## src/rtl/core/grmd_pkg.sv

```systemverilog
// Shared constants, codes and control types of the gated running mean/deviation core.
package grmd_pkg;

  localparam int SAMPLE_W  = 16;
  localparam int COUNT_W   = 16;
  localparam int SUM_W     = 32;
  localparam int DEV_W     = 48;
  localparam int TIME_W    = 32;
  localparam int SQ_W      = 64;
  localparam int CFG_W     = 48;
  localparam int CFG_IDX_W = 2;
  localparam int STAT_W    = 2;

  // gate arithmetic: 10 * mean needs four extra bits over the sample width
  localparam int GATE_W    = SAMPLE_W + 4;
  localparam int GATE_MIN  = 5;

  localparam int MEAN_POS_MAX = 2 ** (SAMPLE_W - 1) - 1;

  // serial units
  localparam int MUL_W      = 32;
  localparam int MUL_STEPS  = MUL_W / 2;
  localparam int MUL_CNT_W  = $clog2(MUL_STEPS + 1);
  localparam int DIV_CNT_W  = $clog2(DEV_W + 1);

  typedef enum logic [STAT_W-1:0] {
    STAT_ACCEPT = 2'd0,
    STAT_GATED  = 2'd1,
    STAT_FULL   = 2'd2
  } status_t;

  typedef enum logic [CFG_IDX_W-1:0] {
    CFG_START_SUM     = 2'd0,
    CFG_START_DEV_SUM = 2'd1,
    CFG_START_COUNT   = 2'd2
  } cfg_idx_t;

  typedef enum logic [3:0] {
    S_IDLE,
    S_MEAN_START,
    S_MEAN_WAIT,
    S_DEV_START,
    S_DEV_WAIT,
    S_MSD_START,
    S_MSD_WAIT,
    S_SQ_START,
    S_SQ_WAIT,
    S_DONE
  } state_t;

  typedef struct packed {
    logic                 start;
    logic [DIV_CNT_W-1:0] steps;
  } div_req_t;

  typedef struct packed {
    logic busy;
    logic done;
  } unit_stat_t;

endpackage

```

## src/rtl/core/grmd_div.sv

```systemverilog
// Bit-serial restoring divider: dividend shifts out one bit per cycle, quotient shifts in.
module grmd_div (
  input  logic                            clk,
  input  logic                            rst_n,
  input  grmd_pkg::div_req_t              req,
  input  logic [grmd_pkg::DEV_W-1:0]      dividend,
  input  logic [grmd_pkg::COUNT_W-1:0]    divisor,
  output grmd_pkg::unit_stat_t            stat,
  output logic [grmd_pkg::DEV_W-1:0]      quotient
);

  logic                              busy_r;
  logic                              done_r;
  logic [grmd_pkg::DIV_CNT_W-1:0]    cnt_r;
  logic [grmd_pkg::DEV_W-1:0]        q_r;
  logic [grmd_pkg::COUNT_W-1:0]      rem_r;
  logic [grmd_pkg::COUNT_W-1:0]      div_r;
  logic [grmd_pkg::COUNT_W:0]        rem_sh;
  logic [grmd_pkg::COUNT_W:0]        rem_diff;
  logic                              ge;

  always_comb begin
    rem_sh   = {rem_r, q_r[grmd_pkg::DEV_W-1]};
    rem_diff = rem_sh - {1'b0, div_r};
    ge       = (rem_sh >= {1'b0, div_r});
  end

  always_ff @(posedge clk) begin
    if (!rst_n) begin
      busy_r <= 1'b0;
      done_r <= 1'b0;
      cnt_r  <= '0;
    end else begin
      done_r <= 1'b0;
      if (req.start) begin
        busy_r <= 1'b1;
        cnt_r  <= req.steps;
      end else if (busy_r) begin
        cnt_r <= cnt_r - 1'b1;
        if (cnt_r == grmd_pkg::DIV_CNT_W'(1)) begin
          busy_r <= 1'b0;
          done_r <= 1'b1;
        end
      end
    end
  end

  always_ff @(posedge clk) begin
    if (req.start) begin
      q_r   <= dividend;
      rem_r <= '0;
      div_r <= divisor;
    end else if (busy_r) begin
      q_r   <= {q_r[grmd_pkg::DEV_W-2:0], ge};
      rem_r <= ge ? rem_diff[grmd_pkg::COUNT_W-1:0] : rem_sh[grmd_pkg::COUNT_W-1:0];
    end
  end

  assign stat.busy = busy_r;
  assign stat.done = done_r;
  assign quotient  = q_r;

endmodule

```

## src/rtl/core/grmd_sqr.sv

```systemverilog
// Radix-4 serial squarer: two multiplier bits per cycle, low product bits shift out.
module grmd_sqr (
  input  logic                          clk,
  input  logic                          rst_n,
  input  logic                          start,
  input  logic [grmd_pkg::MUL_W-1:0]    operand,
  output grmd_pkg::unit_stat_t          stat,
  output logic [grmd_pkg::SQ_W-1:0]     product
);

  logic                              busy_r;
  logic                              done_r;
  logic [grmd_pkg::MUL_CNT_W-1:0]    cnt_r;
  logic [grmd_pkg::MUL_W-1:0]        a_r;
  logic [grmd_pkg::MUL_W+1:0]        a3_r;
  logic [grmd_pkg::MUL_W-1:0]        b_r;
  logic [grmd_pkg::MUL_W-1:0]        hi_r;
  logic [grmd_pkg::MUL_W+1:0]        addend;
  logic [grmd_pkg::MUL_W+1:0]        sum;

  always_comb begin
    case (b_r[1:0])
      2'd0:    addend = '0;
      2'd1:    addend = {2'b00, a_r};
      2'd2:    addend = {1'b0, a_r, 1'b0};
      default: addend = a3_r;
    endcase
    sum = {2'b00, hi_r} + addend;
  end

  always_ff @(posedge clk) begin
    if (!rst_n) begin
      busy_r <= 1'b0;
      done_r <= 1'b0;
      cnt_r  <= '0;
    end else begin
      done_r <= 1'b0;
      if (start) begin
        busy_r <= 1'b1;
        cnt_r  <= grmd_pkg::MUL_CNT_W'(grmd_pkg::MUL_STEPS);
      end else if (busy_r) begin
        cnt_r <= cnt_r - 1'b1;
        if (cnt_r == grmd_pkg::MUL_CNT_W'(1)) begin
          busy_r <= 1'b0;
          done_r <= 1'b1;
        end
      end
    end
  end

  always_ff @(posedge clk) begin
    if (start) begin
      a_r  <= operand;
      a3_r <= {2'b00, operand} + {1'b0, operand, 1'b0};
      b_r  <= operand;
      hi_r <= '0;
    end else if (busy_r) begin
      hi_r <= sum[grmd_pkg::MUL_W+1:2];
      b_r  <= {sum[1:0], b_r[grmd_pkg::MUL_W-1:2]};
    end
  end

  assign stat.busy = busy_r;
  assign stat.done = done_r;
  assign product   = {hi_r, b_r};

endmodule

```

## src/rtl/core/gated_running_mean_deviation_core.sv

```systemverilog
// Top level: outlier gate, running sum/mean/deviation state and the sequencer over the serial units.
//
//  channel | ports                                   | handshake
//  --------+-----------------------------------------+-----------------------------
//  in      | in_sample, in_timestamp_us              | in_valid / in_ready
//  out     | out_status .. out_period_us             | out_valid / out_ready
//  cfg     | cfg_index, cfg_wdata                    | cfg_we, no wait, no read-back
//
// A gated or count-full word goes from idle straight to the done state, without the serial units.
// An accepted word runs the serial units in turn: the bit-serial divider runs 32 steps
// for the mean and 48 for the mean squared deviation, the radix-4 squarer
// 16 steps for the deviation and 16 for the square, skipped above a 32-bit mean squared deviation.
// in_ready is high only in idle; a finished result waits in the output register
// while the next word is taken. Reset clears the sequencer, the running state and out_valid only.
module gated_running_mean_deviation_core (
  input  logic                                clk,
  input  logic                                rst_n,
  input  logic                                in_valid,
  output logic                                in_ready,
  input  logic signed [grmd_pkg::SAMPLE_W-1:0] in_sample,
  input  logic [grmd_pkg::TIME_W-1:0]         in_timestamp_us,
  output logic                                out_valid,
  input  logic                                out_ready,
  output logic [grmd_pkg::STAT_W-1:0]         out_status,
  output logic [grmd_pkg::COUNT_W-1:0]        out_sample_count,
  output logic signed [grmd_pkg::SAMPLE_W-1:0] out_mean_value,
  output logic [grmd_pkg::DEV_W-1:0]          out_mean_sq_dev,
  output logic [grmd_pkg::SQ_W-1:0]           out_mean_sq_dev_squared,
  output logic [grmd_pkg::TIME_W-1:0]         out_period_us,
  input  logic                                cfg_we,
  input  logic [grmd_pkg::CFG_IDX_W-1:0]      cfg_index,
  input  logic [grmd_pkg::CFG_W-1:0]          cfg_wdata
);

  grmd_pkg::state_t                   state_r, state_nxt;

  // running state
  logic [grmd_pkg::COUNT_W-1:0]       count_r;
  logic [grmd_pkg::SUM_W-1:0]         run_sum_r;
  logic [grmd_pkg::DEV_W-1:0]         dev_sum_r;
  logic [grmd_pkg::SAMPLE_W-1:0]      mean_r;
  logic [grmd_pkg::TIME_W-1:0]        last_time_r;
  logic [grmd_pkg::TIME_W-1:0]        period_r;
  logic [grmd_pkg::DEV_W-1:0]         msd_r;
  logic [grmd_pkg::SQ_W-1:0]          sq_r;

  // word in flight
  logic [grmd_pkg::SAMPLE_W-1:0]      sample_r;
  grmd_pkg::status_t                  status_r;

  // output register
  logic                               out_valid_r;
  grmd_pkg::status_t                  out_status_r;
  logic [grmd_pkg::COUNT_W-1:0]       out_count_r;
  logic [grmd_pkg::SAMPLE_W-1:0]      out_mean_r;
  logic [grmd_pkg::DEV_W-1:0]         out_msd_r;
  logic [grmd_pkg::SQ_W-1:0]          out_sq_r;
  logic [grmd_pkg::TIME_W-1:0]        out_period_r;

  // control
  logic                               accept;
  logic                               out_load;
  grmd_pkg::div_req_t                 div_req;
  grmd_pkg::unit_stat_t               div_stat;
  logic [grmd_pkg::DEV_W-1:0]         div_dividend;
  logic [grmd_pkg::DEV_W-1:0]         div_quot;
  logic                               sqr_start;
  logic [grmd_pkg::MUL_W-1:0]         sqr_operand;
  grmd_pkg::unit_stat_t               sqr_stat;
  logic [grmd_pkg::SQ_W-1:0]          sqr_prod;

  // gate and datapath
  logic signed [grmd_pkg::GATE_W-1:0] s_ext;
  logic signed [grmd_pkg::GATE_W-1:0] m_ext;
  logic signed [grmd_pkg::GATE_W-1:0] m10;
  logic signed [grmd_pkg::GATE_W-1:0] s5;
  logic                               gate_ok;
  logic                               cnt_full;
  logic [grmd_pkg::SUM_W:0]           sum_wide;
  logic [grmd_pkg::SUM_W-1:0]         sum_sat;
  logic [grmd_pkg::SUM_W-1:0]         sum_mag;
  logic [grmd_pkg::SUM_W-1:0]         q_mean;
  logic [grmd_pkg::SAMPLE_W-1:0]      mean_sat;
  logic [grmd_pkg::SAMPLE_W:0]        diff;
  logic [grmd_pkg::SAMPLE_W:0]        diff_mag;
  logic [grmd_pkg::DEV_W:0]           dev_wide;
  logic [grmd_pkg::DEV_W-1:0]         dev_sat;
  logic                               msd_big;

  always_comb begin
    s_ext    = grmd_pkg::GATE_W'(in_sample);
    m_ext    = grmd_pkg::GATE_W'($signed(mean_r));
    m10      = (m_ext <<< 3) + (m_ext <<< 1);
    s5       = (s_ext <<< 2) + s_ext;
    cnt_full = &count_r;
    gate_ok  = ((s_ext < m10) && (s5 > m_ext)) || (in_sample == '0) ||
               (count_r < grmd_pkg::COUNT_W'(grmd_pkg::GATE_MIN));

    // saturating running sum
    sum_wide = {run_sum_r[grmd_pkg::SUM_W-1], run_sum_r} +
               (grmd_pkg::SUM_W+1)'(in_sample);
    if (sum_wide[grmd_pkg::SUM_W] != sum_wide[grmd_pkg::SUM_W-1]) begin
      sum_sat = sum_wide[grmd_pkg::SUM_W] ? {1'b1, {(grmd_pkg::SUM_W-1){1'b0}}}
                                          : {1'b0, {(grmd_pkg::SUM_W-1){1'b1}}};
    end else begin
      sum_sat = sum_wide[grmd_pkg::SUM_W-1:0];
    end

    sum_mag = run_sum_r[grmd_pkg::SUM_W-1] ? (~run_sum_r + 1'b1) : run_sum_r;

    // quotient magnitude back to a signed, range-limited mean
    q_mean = div_quot[grmd_pkg::SUM_W-1:0];
    if (!run_sum_r[grmd_pkg::SUM_W-1]) begin
      if (q_mean > grmd_pkg::SUM_W'(grmd_pkg::MEAN_POS_MAX)) begin
        mean_sat = {1'b0, {(grmd_pkg::SAMPLE_W-1){1'b1}}};
      end else begin
        mean_sat = q_mean[grmd_pkg::SAMPLE_W-1:0];
      end
    end else begin
      if (q_mean > grmd_pkg::SUM_W'(grmd_pkg::MEAN_POS_MAX + 1)) begin
        mean_sat = {1'b1, {(grmd_pkg::SAMPLE_W-1){1'b0}}};
      end else begin
        mean_sat = ~q_mean[grmd_pkg::SAMPLE_W-1:0] + 1'b1;
      end
    end

    diff     = {sample_r[grmd_pkg::SAMPLE_W-1], sample_r} -
               {mean_r[grmd_pkg::SAMPLE_W-1], mean_r};
    diff_mag = diff[grmd_pkg::SAMPLE_W] ? (~diff + 1'b1) : diff;

    dev_wide = {1'b0, dev_sum_r} +
               {{(grmd_pkg::DEV_W+1-grmd_pkg::MUL_W){1'b0}}, sqr_prod[grmd_pkg::MUL_W-1:0]};
    dev_sat  = dev_wide[grmd_pkg::DEV_W] ? '1 : dev_wide[grmd_pkg::DEV_W-1:0];

    msd_big  = |msd_r[grmd_pkg::DEV_W-1:grmd_pkg::MUL_W];

    if (state_r == grmd_pkg::S_MSD_START) begin
      div_dividend = dev_sum_r;
    end else begin
      div_dividend = {sum_mag, {(grmd_pkg::DEV_W-grmd_pkg::SUM_W){1'b0}}};
    end

    if (state_r == grmd_pkg::S_SQ_START) begin
      sqr_operand = msd_r[grmd_pkg::MUL_W-1:0];
    end else begin
      sqr_operand = {{(grmd_pkg::MUL_W-grmd_pkg::SAMPLE_W){1'b0}},
                     diff_mag[grmd_pkg::SAMPLE_W-1:0]};
    end
  end

  // sequencer
  always_comb begin
    state_nxt     = state_r;
    in_ready      = 1'b0;
    out_load      = 1'b0;
    sqr_start     = 1'b0;
    div_req.start = 1'b0;
    div_req.steps = (state_r == grmd_pkg::S_MSD_START) ?
                    grmd_pkg::DIV_CNT_W'(grmd_pkg::DEV_W) :
                    grmd_pkg::DIV_CNT_W'(grmd_pkg::SUM_W);
    unique case (state_r)
      grmd_pkg::S_IDLE: begin
        in_ready = 1'b1;
        if (in_valid) begin
          state_nxt = (!cnt_full && gate_ok) ? grmd_pkg::S_MEAN_START : grmd_pkg::S_DONE;
        end
      end
      grmd_pkg::S_MEAN_START: begin
        div_req.start = 1'b1;
        state_nxt     = grmd_pkg::S_MEAN_WAIT;
      end
      grmd_pkg::S_MEAN_WAIT: begin
        if (div_stat.done) state_nxt = grmd_pkg::S_DEV_START;
      end
      grmd_pkg::S_DEV_START: begin
        sqr_start = 1'b1;
        state_nxt = grmd_pkg::S_DEV_WAIT;
      end
      grmd_pkg::S_DEV_WAIT: begin
        if (sqr_stat.done) state_nxt = grmd_pkg::S_MSD_START;
      end
      grmd_pkg::S_MSD_START: begin
        div_req.start = 1'b1;
        state_nxt     = grmd_pkg::S_MSD_WAIT;
      end
      grmd_pkg::S_MSD_WAIT: begin
        if (div_stat.done) state_nxt = grmd_pkg::S_SQ_START;
      end
      grmd_pkg::S_SQ_START: begin
        // above 32 bits the square saturates, no need to run the squarer
        if (msd_big) begin
          state_nxt = grmd_pkg::S_DONE;
        end else begin
          sqr_start = 1'b1;
          state_nxt = grmd_pkg::S_SQ_WAIT;
        end
      end
      grmd_pkg::S_SQ_WAIT: begin
        if (sqr_stat.done) state_nxt = grmd_pkg::S_DONE;
      end
      grmd_pkg::S_DONE: begin
        if (!out_valid_r || out_ready) begin
          out_load  = 1'b1;
          state_nxt = grmd_pkg::S_IDLE;
        end
      end
      default: state_nxt = grmd_pkg::S_IDLE;
    endcase
  end

  assign accept = in_valid && (state_r == grmd_pkg::S_IDLE);

  always_ff @(posedge clk) begin
    if (!rst_n) begin
      state_r <= grmd_pkg::S_IDLE;
    end else begin
      state_r <= state_nxt;
    end
  end

  always_ff @(posedge clk) begin
    if (!rst_n) begin
      count_r     <= '0;
      run_sum_r   <= '0;
      dev_sum_r   <= '0;
      mean_r      <= '0;
      last_time_r <= '0;
      period_r    <= '0;
      msd_r       <= '0;
      sq_r        <= '0;
    end else begin
      if (cfg_we) begin
        unique case (grmd_pkg::cfg_idx_t'(cfg_index))
          grmd_pkg::CFG_START_SUM:     run_sum_r <= cfg_wdata[grmd_pkg::SUM_W-1:0];
          grmd_pkg::CFG_START_DEV_SUM: dev_sum_r <= cfg_wdata[grmd_pkg::DEV_W-1:0];
          grmd_pkg::CFG_START_COUNT:   count_r   <= cfg_wdata[grmd_pkg::COUNT_W-1:0];
          default: ;
        endcase
      end
      unique case (state_r)
        grmd_pkg::S_IDLE: begin
          if (in_valid && !cnt_full && gate_ok) begin
            count_r     <= count_r + 1'b1;
            last_time_r <= in_timestamp_us;
            period_r    <= in_timestamp_us - last_time_r;
            run_sum_r   <= sum_sat;
          end
        end
        grmd_pkg::S_MEAN_WAIT: begin
          if (div_stat.done) mean_r <= mean_sat;
        end
        grmd_pkg::S_DEV_WAIT: begin
          if (sqr_stat.done) dev_sum_r <= dev_sat;
        end
        grmd_pkg::S_MSD_WAIT: begin
          if (div_stat.done) msd_r <= div_quot;
        end
        grmd_pkg::S_SQ_START: begin
          if (msd_big) sq_r <= '1;
        end
        grmd_pkg::S_SQ_WAIT: begin
          if (sqr_stat.done) sq_r <= sqr_prod;
        end
        default: ;
      endcase
    end
  end

  always_ff @(posedge clk) begin
    if (accept) begin
      sample_r <= in_sample;
      if (cnt_full) begin
        status_r <= grmd_pkg::STAT_FULL;
      end else if (!gate_ok) begin
        status_r <= grmd_pkg::STAT_GATED;
      end else begin
        status_r <= grmd_pkg::STAT_ACCEPT;
      end
    end
  end

  always_ff @(posedge clk) begin
    if (!rst_n) begin
      out_valid_r <= 1'b0;
    end else if (out_load) begin
      out_valid_r <= 1'b1;
    end else if (out_ready) begin
      out_valid_r <= 1'b0;
    end
  end

  always_ff @(posedge clk) begin
    if (out_load) begin
      out_status_r <= status_r;
      out_count_r  <= count_r;
      out_mean_r   <= mean_r;
      out_msd_r    <= msd_r;
      out_sq_r     <= sq_r;
      out_period_r <= period_r;
    end
  end

  grmd_div u_div (
    .clk      (clk),
    .rst_n    (rst_n),
    .req      (div_req),
    .dividend (div_dividend),
    .divisor  (count_r),
    .stat     (div_stat),
    .quotient (div_quot)
  );

  grmd_sqr u_sqr (
    .clk     (clk),
    .rst_n   (rst_n),
    .start   (sqr_start),
    .operand (sqr_operand),
    .stat    (sqr_stat),
    .product (sqr_prod)
  );

  assign out_valid               = out_valid_r;
  assign out_status              = out_status_r;
  assign out_sample_count        = out_count_r;
  assign out_mean_value          = $signed(out_mean_r);
  assign out_mean_sq_dev         = out_msd_r;
  assign out_mean_sq_dev_squared = out_sq_r;
  assign out_period_us           = out_period_r;

`ifndef SYNTH
  a_div_start_idle: assert property (@(posedge clk) disable iff (!rst_n)
    div_req.start |-> !div_stat.busy && !sqr_stat.busy)
    else $error("divider started while a serial unit is busy");

  a_sqr_start_idle: assert property (@(posedge clk) disable iff (!rst_n)
    sqr_start |-> !sqr_stat.busy && !div_stat.busy)
    else $error("squarer started while a serial unit is busy");

  a_ready_units_idle: assert property (@(posedge clk) disable iff (!rst_n)
    in_ready |-> !div_stat.busy && !sqr_stat.busy)
    else $error("input ready while a serial unit is busy");

  a_mean_sign: assert property (@(posedge clk) disable iff (!rst_n)
    (state_r == grmd_pkg::S_DEV_START) |->
      (mean_r == '0) || (mean_r[grmd_pkg::SAMPLE_W-1] == run_sum_r[grmd_pkg::SUM_W-1]))
    else $error("mean sign differs from running sum sign");

  a_accept_count: assert property (@(posedge clk) disable iff (!rst_n)
    (out_load && status_r == grmd_pkg::STAT_ACCEPT) |-> (count_r != '0))
    else $error("accepted word reported with zero count");
`endif

endmodule
```

## config.mk

```make
export PLATFORM = sky130hd
export DESIGN_NAME = gated_running_mean_deviation_core
export DESIGN_NICKNAME = d
export VERILOG_FILES = /design/src/rtl/core/grmd_pkg.sv /design/src/rtl/core/grmd_div.sv /design/src/rtl/core/grmd_sqr.sv /design/src/rtl/core/gated_running_mean_deviation_core.sv
export SDC_FILE = /design/constraint.sdc
export NUM_CORES = 2
export LEC_CHECK = 0
export ABC_AREA = 1
export BUFFER_PORTS_ARGS = -buffer_cell sky130_fd_sc_hd__buf_2
export CAP_MARGIN = 40
export CORE_AREA = 2 2 209 366
export DETAILED_ROUTE_END_ITERATION = 7
export DIE_AREA = 0 0 211 368
export GPL_TIMING_DRIVEN = 0
export PLACE_DENSITY_LB_ADDON = 0.2
export RECOVER_POWER = 25
export SETUP_SLACK_MARGIN = 0.5
export SLEW_MARGIN = 40
export SYNTH_ARGS = -nofsm -noshare
export SYNTH_HDL_FRONTEND = slang
export SYNTH_SLANG_ARGS = --single-unit
export TNS_END_PERCENT = 10
```

## constraint.sdc

```tcl
create_clock -name clk -period 28.1 [get_ports clk]
set_clock_uncertainty 0.15 [all_clocks]
set_input_delay 2.81 -clock clk [delete_from_list [all_inputs] [get_ports clk]]
set_output_delay 2.81 -clock clk [all_outputs]
set_load 0.02 [all_outputs]
```

After elaboration in Yosys (flattened, before gate mapping)

Index checks and enable logic that the tools add are counted.
W data, S select, Z words.

Flip-flop bits (word level): 714
Input bits: 103
Logic and storage cells: 173
Output and inout port bits: 180

Equal/unequal tests: 23
Bitwise operators: 6
Reduce and logical (&&, ||, !) cells: 29
Add/subtract/negate cells: 15
Muxes and demuxes: 62
$lt $le $gt $ge: 6

Operators by type and width:

| cell                    | number |
|---|---|
| $mux W48                | 8 |
| $mux W32                | 10 |
| $mux W16                | 9 |
| $mux W64                | 2 |
| $pmux W64 S2            | 1 |
| $pmux W34 S3            | 1 |
| $add A48 B32 Y49        | 1 |
| $add A16 B1 Y16 const B | 3 |
| $pmux W4 S10            | 1 |
| $add A32 B33 Y34        | 1 |
| $add A32 B34 Y34        | 1 |
| $add A32 B16 Y33        | 1 |
| $add A32 B1 Y32 const B | 1 |
| $gt A32 B15 Y1 const B  | 1 |
| $gt A32 B16 Y1 const B  | 1 |
| $not A16 Y16            | 2 |
| $not A32 Y32            | 1 |
| $sub A32 B32 Y32        | 1 |
| $mux W4                 | 7 |
| $add A19 B17 Y20        | 1 |
| $lt A16 B20 Y1          | 1 |
| $add A18 B16 Y19        | 1 |
| $gt A19 B16 Y1          | 1 |
| $ge A17 B16 Y1          | 1 |
| other kinds (35)        | 83 |

Depth between registers and ports, before layout

Depth after elaboration: 9
Depth in mapped cells: 36

By module

From an unflattened synthesis, not the netlist that was laid out.

Cells, all modules: 5932
Area, all modules: 44357.5 µm²

By module, submodules not included:

| module                            | sequential area each (µm²) | times used | cells an instance | area an instance (µm²) |
|---|---|---|---|---|
| gated_running_mean_deviation_core | 11751.3                    | 1          | 3995              | 29784.8 |
| grmd_sqr                          | 3693.5                     | 1          | 1335              | 9669.3 |
| grmd_div                          | 2402.3                     | 1          | 602               | 4903.5 |

Worst setup path after synthesis

No wires, ideal clock.

Path type: input to register
Start: input out_ready
End: register out_msd_r (netlist bit out_mean_sq_dev[0]), enable pin
Stages: 2
Arrival: 19.531 ns
Required time: 26.794 ns
Path slack: 7.263 ns
Buffers on the path: 0
Path through: nor2_1 nor4_1

Word-level cells in the longest chain between the ends: 3

RTL lines:

| item                 | RTL line                                 | text |
|---|---|---|
| start, declared      | gated_running_mean_deviation_core.sv:23  | `input logic out_ready,` |
| $logic_or A1 B1 Y1   | gated_running_mean_deviation_core.sv:202 | `if (!out_valid_r \|\| out_ready) begin` |
| $mux W1              | gated_running_mean_deviation_core.sv:202 |  |
| $mux W1              | gated_running_mean_deviation_core.sv:161 | `unique case (state_r)` |
| net out_load         | gated_running_mean_deviation_core.sv:62  | `logic out_load;` |
| end signal, assigned | gated_running_mean_deviation_core.sv:297 | `out_msd_r <= msd_r;` |
| end, declared        | gated_running_mean_deviation_core.sv:56  | `logic [grmd_pkg::DEV_W-1:0] out_msd_r;` |

The timed path passes the listed nets, and every way through them passes these cells.
A chain may end at the register's enable or synchronous reset.

Final worst setup path

Start: input in_sample[1] in the netlist's numbering
End: register run_sum_r[19] in the netlist's numbering

Word-level cells in the longest chain between the ends: 8
Elaborated cells between the ends (all ways): 14

RTL lines:

| item                            | RTL line                                 | text |
|---|---|---|
| start, declared                 | gated_running_mean_deviation_core.sv:20  | `input logic signed [grmd_pkg::SAMPLE_W-1:0] in_sample,` |
| $add A18 B16 Y19                | gated_running_mean_deviation_core.sv:94  | `s5 = (s_ext <<< 2) + s_ext;` |
| $gt A19 B16 Y1                  | gated_running_mean_deviation_core.sv:96  | `gate_ok = ((s_ext < m10) && (s5 > m_ext)) \|\| (in_sample == '0) \|\|` |
| $logic_and A1 B1 Y1             | gated_running_mean_deviation_core.sv:96  |  |
| $logic_or A1 B1 Y1 (2 in a row) | gated_running_mean_deviation_core.sv:96  |  |
| $logic_and A1 B1 Y1             | gated_running_mean_deviation_core.sv:242 | `if (in_valid && !cnt_full && gate_ok) begin` |
| $mux W32 *                      | gated_running_mean_deviation_core.sv:242 |  |
| $mux W32 *                      | gated_running_mean_deviation_core.sv:240 | `unique case (state_r)` |
| end signal, assigned            | gated_running_mean_deviation_core.sv:234 | `grmd_pkg::CFG_START_SUM: run_sum_r <= cfg_wdata[grmd_pkg::SUM_W-1:0];` |
| end signal, assigned            | gated_running_mean_deviation_core.sv:246 | `run_sum_r <= sum_sat;` |
| end, declared                   | gated_running_mean_deviation_core.sv:39  | `logic [grmd_pkg::SUM_W-1:0] run_sum_r;` |

Every way passes the cells marked *; elsewhere a longest branch is shown, timed or not.

==> results_dict.tcl <==
set metrics [dict create \
    synth_cells 5010 \
    dieWidth_um 211 \
    post_cts_buffers 0 \
    cts_hold_buffers 0 \
    cts_buffers 69 \
    drv_slew 34 \
    antenna_found_initial 6 \
    cts_tree "yes" \
    die_h_um 368 \
    multiInputGateArea_um2 19950 \
    cts_resized 0 \
    wirelength_um 146700 \
    p_seq_frac 0.350 \
    dp.cells 6281 \
    critPathMaxStageDelay_ns 0.54 \
    cp.arrival_ns 8.64 \
    initialDrtViolationCount 2634 \
    drtAntennaViolNets 0 \
    swShare 0.4245 \
    power.leakage_nw 20.11 \
    worst_pin_slew_ns 2.302 \
    nNetsFinal 5786 \
    final.min_clock_period_ns 8.232 \
    avgViaCountPerCell 5.851 \
    grt_usage 0.3758 \
    overflow 0 \
    reg2reg_from "state_r[2]" \
    crit_type "input pin to flip-flop" \
    core-area_um2 74720 \
    gp_congestion 1.053 \
    syn_nets 5388 \
    grt_pass1_vias 37400 \
    root_buffer "clkbuf_16" \
    maxCapViolations 1 \
    postPlaceCellArea_um2 43790 \
    outcome "complete, but fails checks" \
    crit_path_start "in_sample[1]" \
    synth_cell_types 69 \
    finalCritPeriodShare 0.2929 \
    start_util 0.5463 \
    clock_latency_ns 0.69 \
    synth_edf_count 357 \
    final_common_cell "nand2_1" \
    place_ws_ns 19.54 \
    wl_per_cell_um 22.86 \
    final_cell_area_um2 46110 \
    drc 0 \
    regArea_um2 17850 \
    pwr-share-clk 0.228 \
    fin_util 0.6171 \
    power.density_nw_per_um2 94.95 \
    synth_async_sr_flop_share 0 \
    internal-power_mw 2.520 \
    synth_flop_cell "edfxtp_1" \
    synthesis.area_um2 40820 \
    end_kind "flip-flop" \
    yosys_warnings 0 \
    die_area_um2 77650 \
    num_vias 37540 \
    pwr-share-comb 0.422 \
    synth-seq-cells 713 \
    violations "capacitance limit, slew limit" \
    cts.path.max_buffers 3 \
    setup-violations-final 0 \
    required_ns 28.51 \
    cp_slowest_cell "clkbuf_1" \
    area_delta_synth_final_pct 12.96 \
    first_pass_iters 6 \
    fp-row-count 133 \
    power.switching_mw 1.859 \
    hold_violations 0 \
    start_kind "input pin" \
    max-vdd-ir-drop_v 0.00006421 \
    clkSinkCount 713 \
    avgSynthCellArea_um2 8.148 \
    hp-class "flip-flop to flip-flop" \
    slew_headroom -0.5349 \
    dp_hpwl_um 118700 \
    fmax_mhz 121.5 \
    path_clk_slew_ns 0.07 \
    ios 283 \
    hp-start "period_r[29]" \
    rsz0062_at_grt "false" \
    grt_max_degree 56 \
    drive_gt1_frac 0.09773 \
    final_cell_count_no_fill 6416 \
    fill_cells 6841 \
    path_max_fanout 10 \
    setup_ws_ns 19.87 \
    yosysSeqAreaShare 0.4372 \
    port_buffers 281 \
    ctsHtreeMaxLevel 3 \
    final_cell_mix "nand2_1, inv_1, a21oi_1" \
    grt_pass1_wl_um 216500 \
]
==> worst max-delay path, delay by kind of cell <==
family | cells | cell delay, ns
compound gates | 7 | 1.34
xor+xnor | 1 | 0.18
fa+ha+maj | 2 | 0.79
buf+inv | 6 | 1.93
simple gates | 12 | 1.56
==> logic make-up (layout without fill, tap and decap cells) <==
logic type / after synthesis / in the layout / synth area share
compound gates: 1369 / 1369 / 0.1863
xor+xnor: 208 / 208 / 0.04463
fa+ha+maj: 275 / 275 / 0.08595
buf+inv: 796 / 1250 / 0.07421
flops: 713 / 713 / 0.4372
mux: 3 / 3 / 0.0007357
other cells: 0 / 7 / 0
simple gates: 1646 / 1646 / 0.1709
==> per-stage QoR <==
step           hold slack (ns)  TNS [ns]  power, mW
6_report                0.2640         0      4.378
5_1_grt                 0.2733         0      4.606
4_1_cts                 0.2556         0      4.350
3_5_place_dp            0.2596         0      3.354
3_3_place_gp            0.2562   -207.64      3.334
2_1_floorplan           0.2503         0      2.751
==> cells in the mapped netlist (all sizes together) (24+ instances only) <==
cell,n,share of area
nand2,924,0.087
inv,613,0.056
a21oi,539,0.066
o21ai,529,0.065
nor2,365,0.035
edfxtp,357,0.26
dfxtp,356,0.17
ha,266,0.082
nand3,200,0.026
clkbuf,143,0.013
xor2,136,0.029
a31oi,79,0.012
xnor2,72,0.015
o211ai,63,0.012
nor3,59,0.0074
nand4,42,0.0064
buf,32,0.0040
o22ai,26,0.0040
nor4,24,0.0037
==> sequential cells by signal (all words and copies together), names as in the netlist, 33 cells and up <==
register,cells
sq_r,64
msd_r,48
u_sqr.a3_r,33
out_mean_sq_dev,48
dev_sum_r,48
u_div.quotient,48
out_mean_sq_dev_squared,64
==> layer usage <==
metal | up-vias | track usage | wire, um
li1 | 18000 | - | -
met1 | 17290 | 0.3534 | 47490
met2 | 1568 | 0.6711 | 73450
met3 | 680 | 0.06568 | 8594
met4 | 2 | 0.3705 | 17120
met5 | - | 0 | 7
==> layout make-up <==
class	count	share of cell area
clock buffers	89	0.04244
inverters	621	0.05058
diodes	7	0.0003799
clock inverters	38	0.009118
flip-flops and latches	713	0.3871
multi-input cells	3501	0.4327
well taps	945	0.02564
repair buffers	327	0.03661
plain buffers	175	0.01544
==> final timing paths <==
path	end	slack [ns]	cells after the start
hold reg to reg	out_period_us[29]	0.26	0
setup / recovery	run_sum_r[19]	19.87	28
setup reg to reg	u_sqr.a3_r[33]	20.40	29
hold / removal	out_period_us[29]	0.26	0
==> power by group through the flow <==
| stage | clock network, mW | registers, mW | logic, mW |
|---|---|---|---|
| after floorplan | 0 | 1.52 | 1.23 |
| after global placement | 0 | 1.57 | 1.76 |
| after detailed placement | 0 | 1.54 | 1.81 |
| after CTS | 1.00 | 1.52 | 1.82 |
| after global routing | 1.04 | 1.55 | 2.01 |
| final | 0.999 | 1.53 | 1.85 |
No activity file was read; power rests on OpenSTA's default activity.
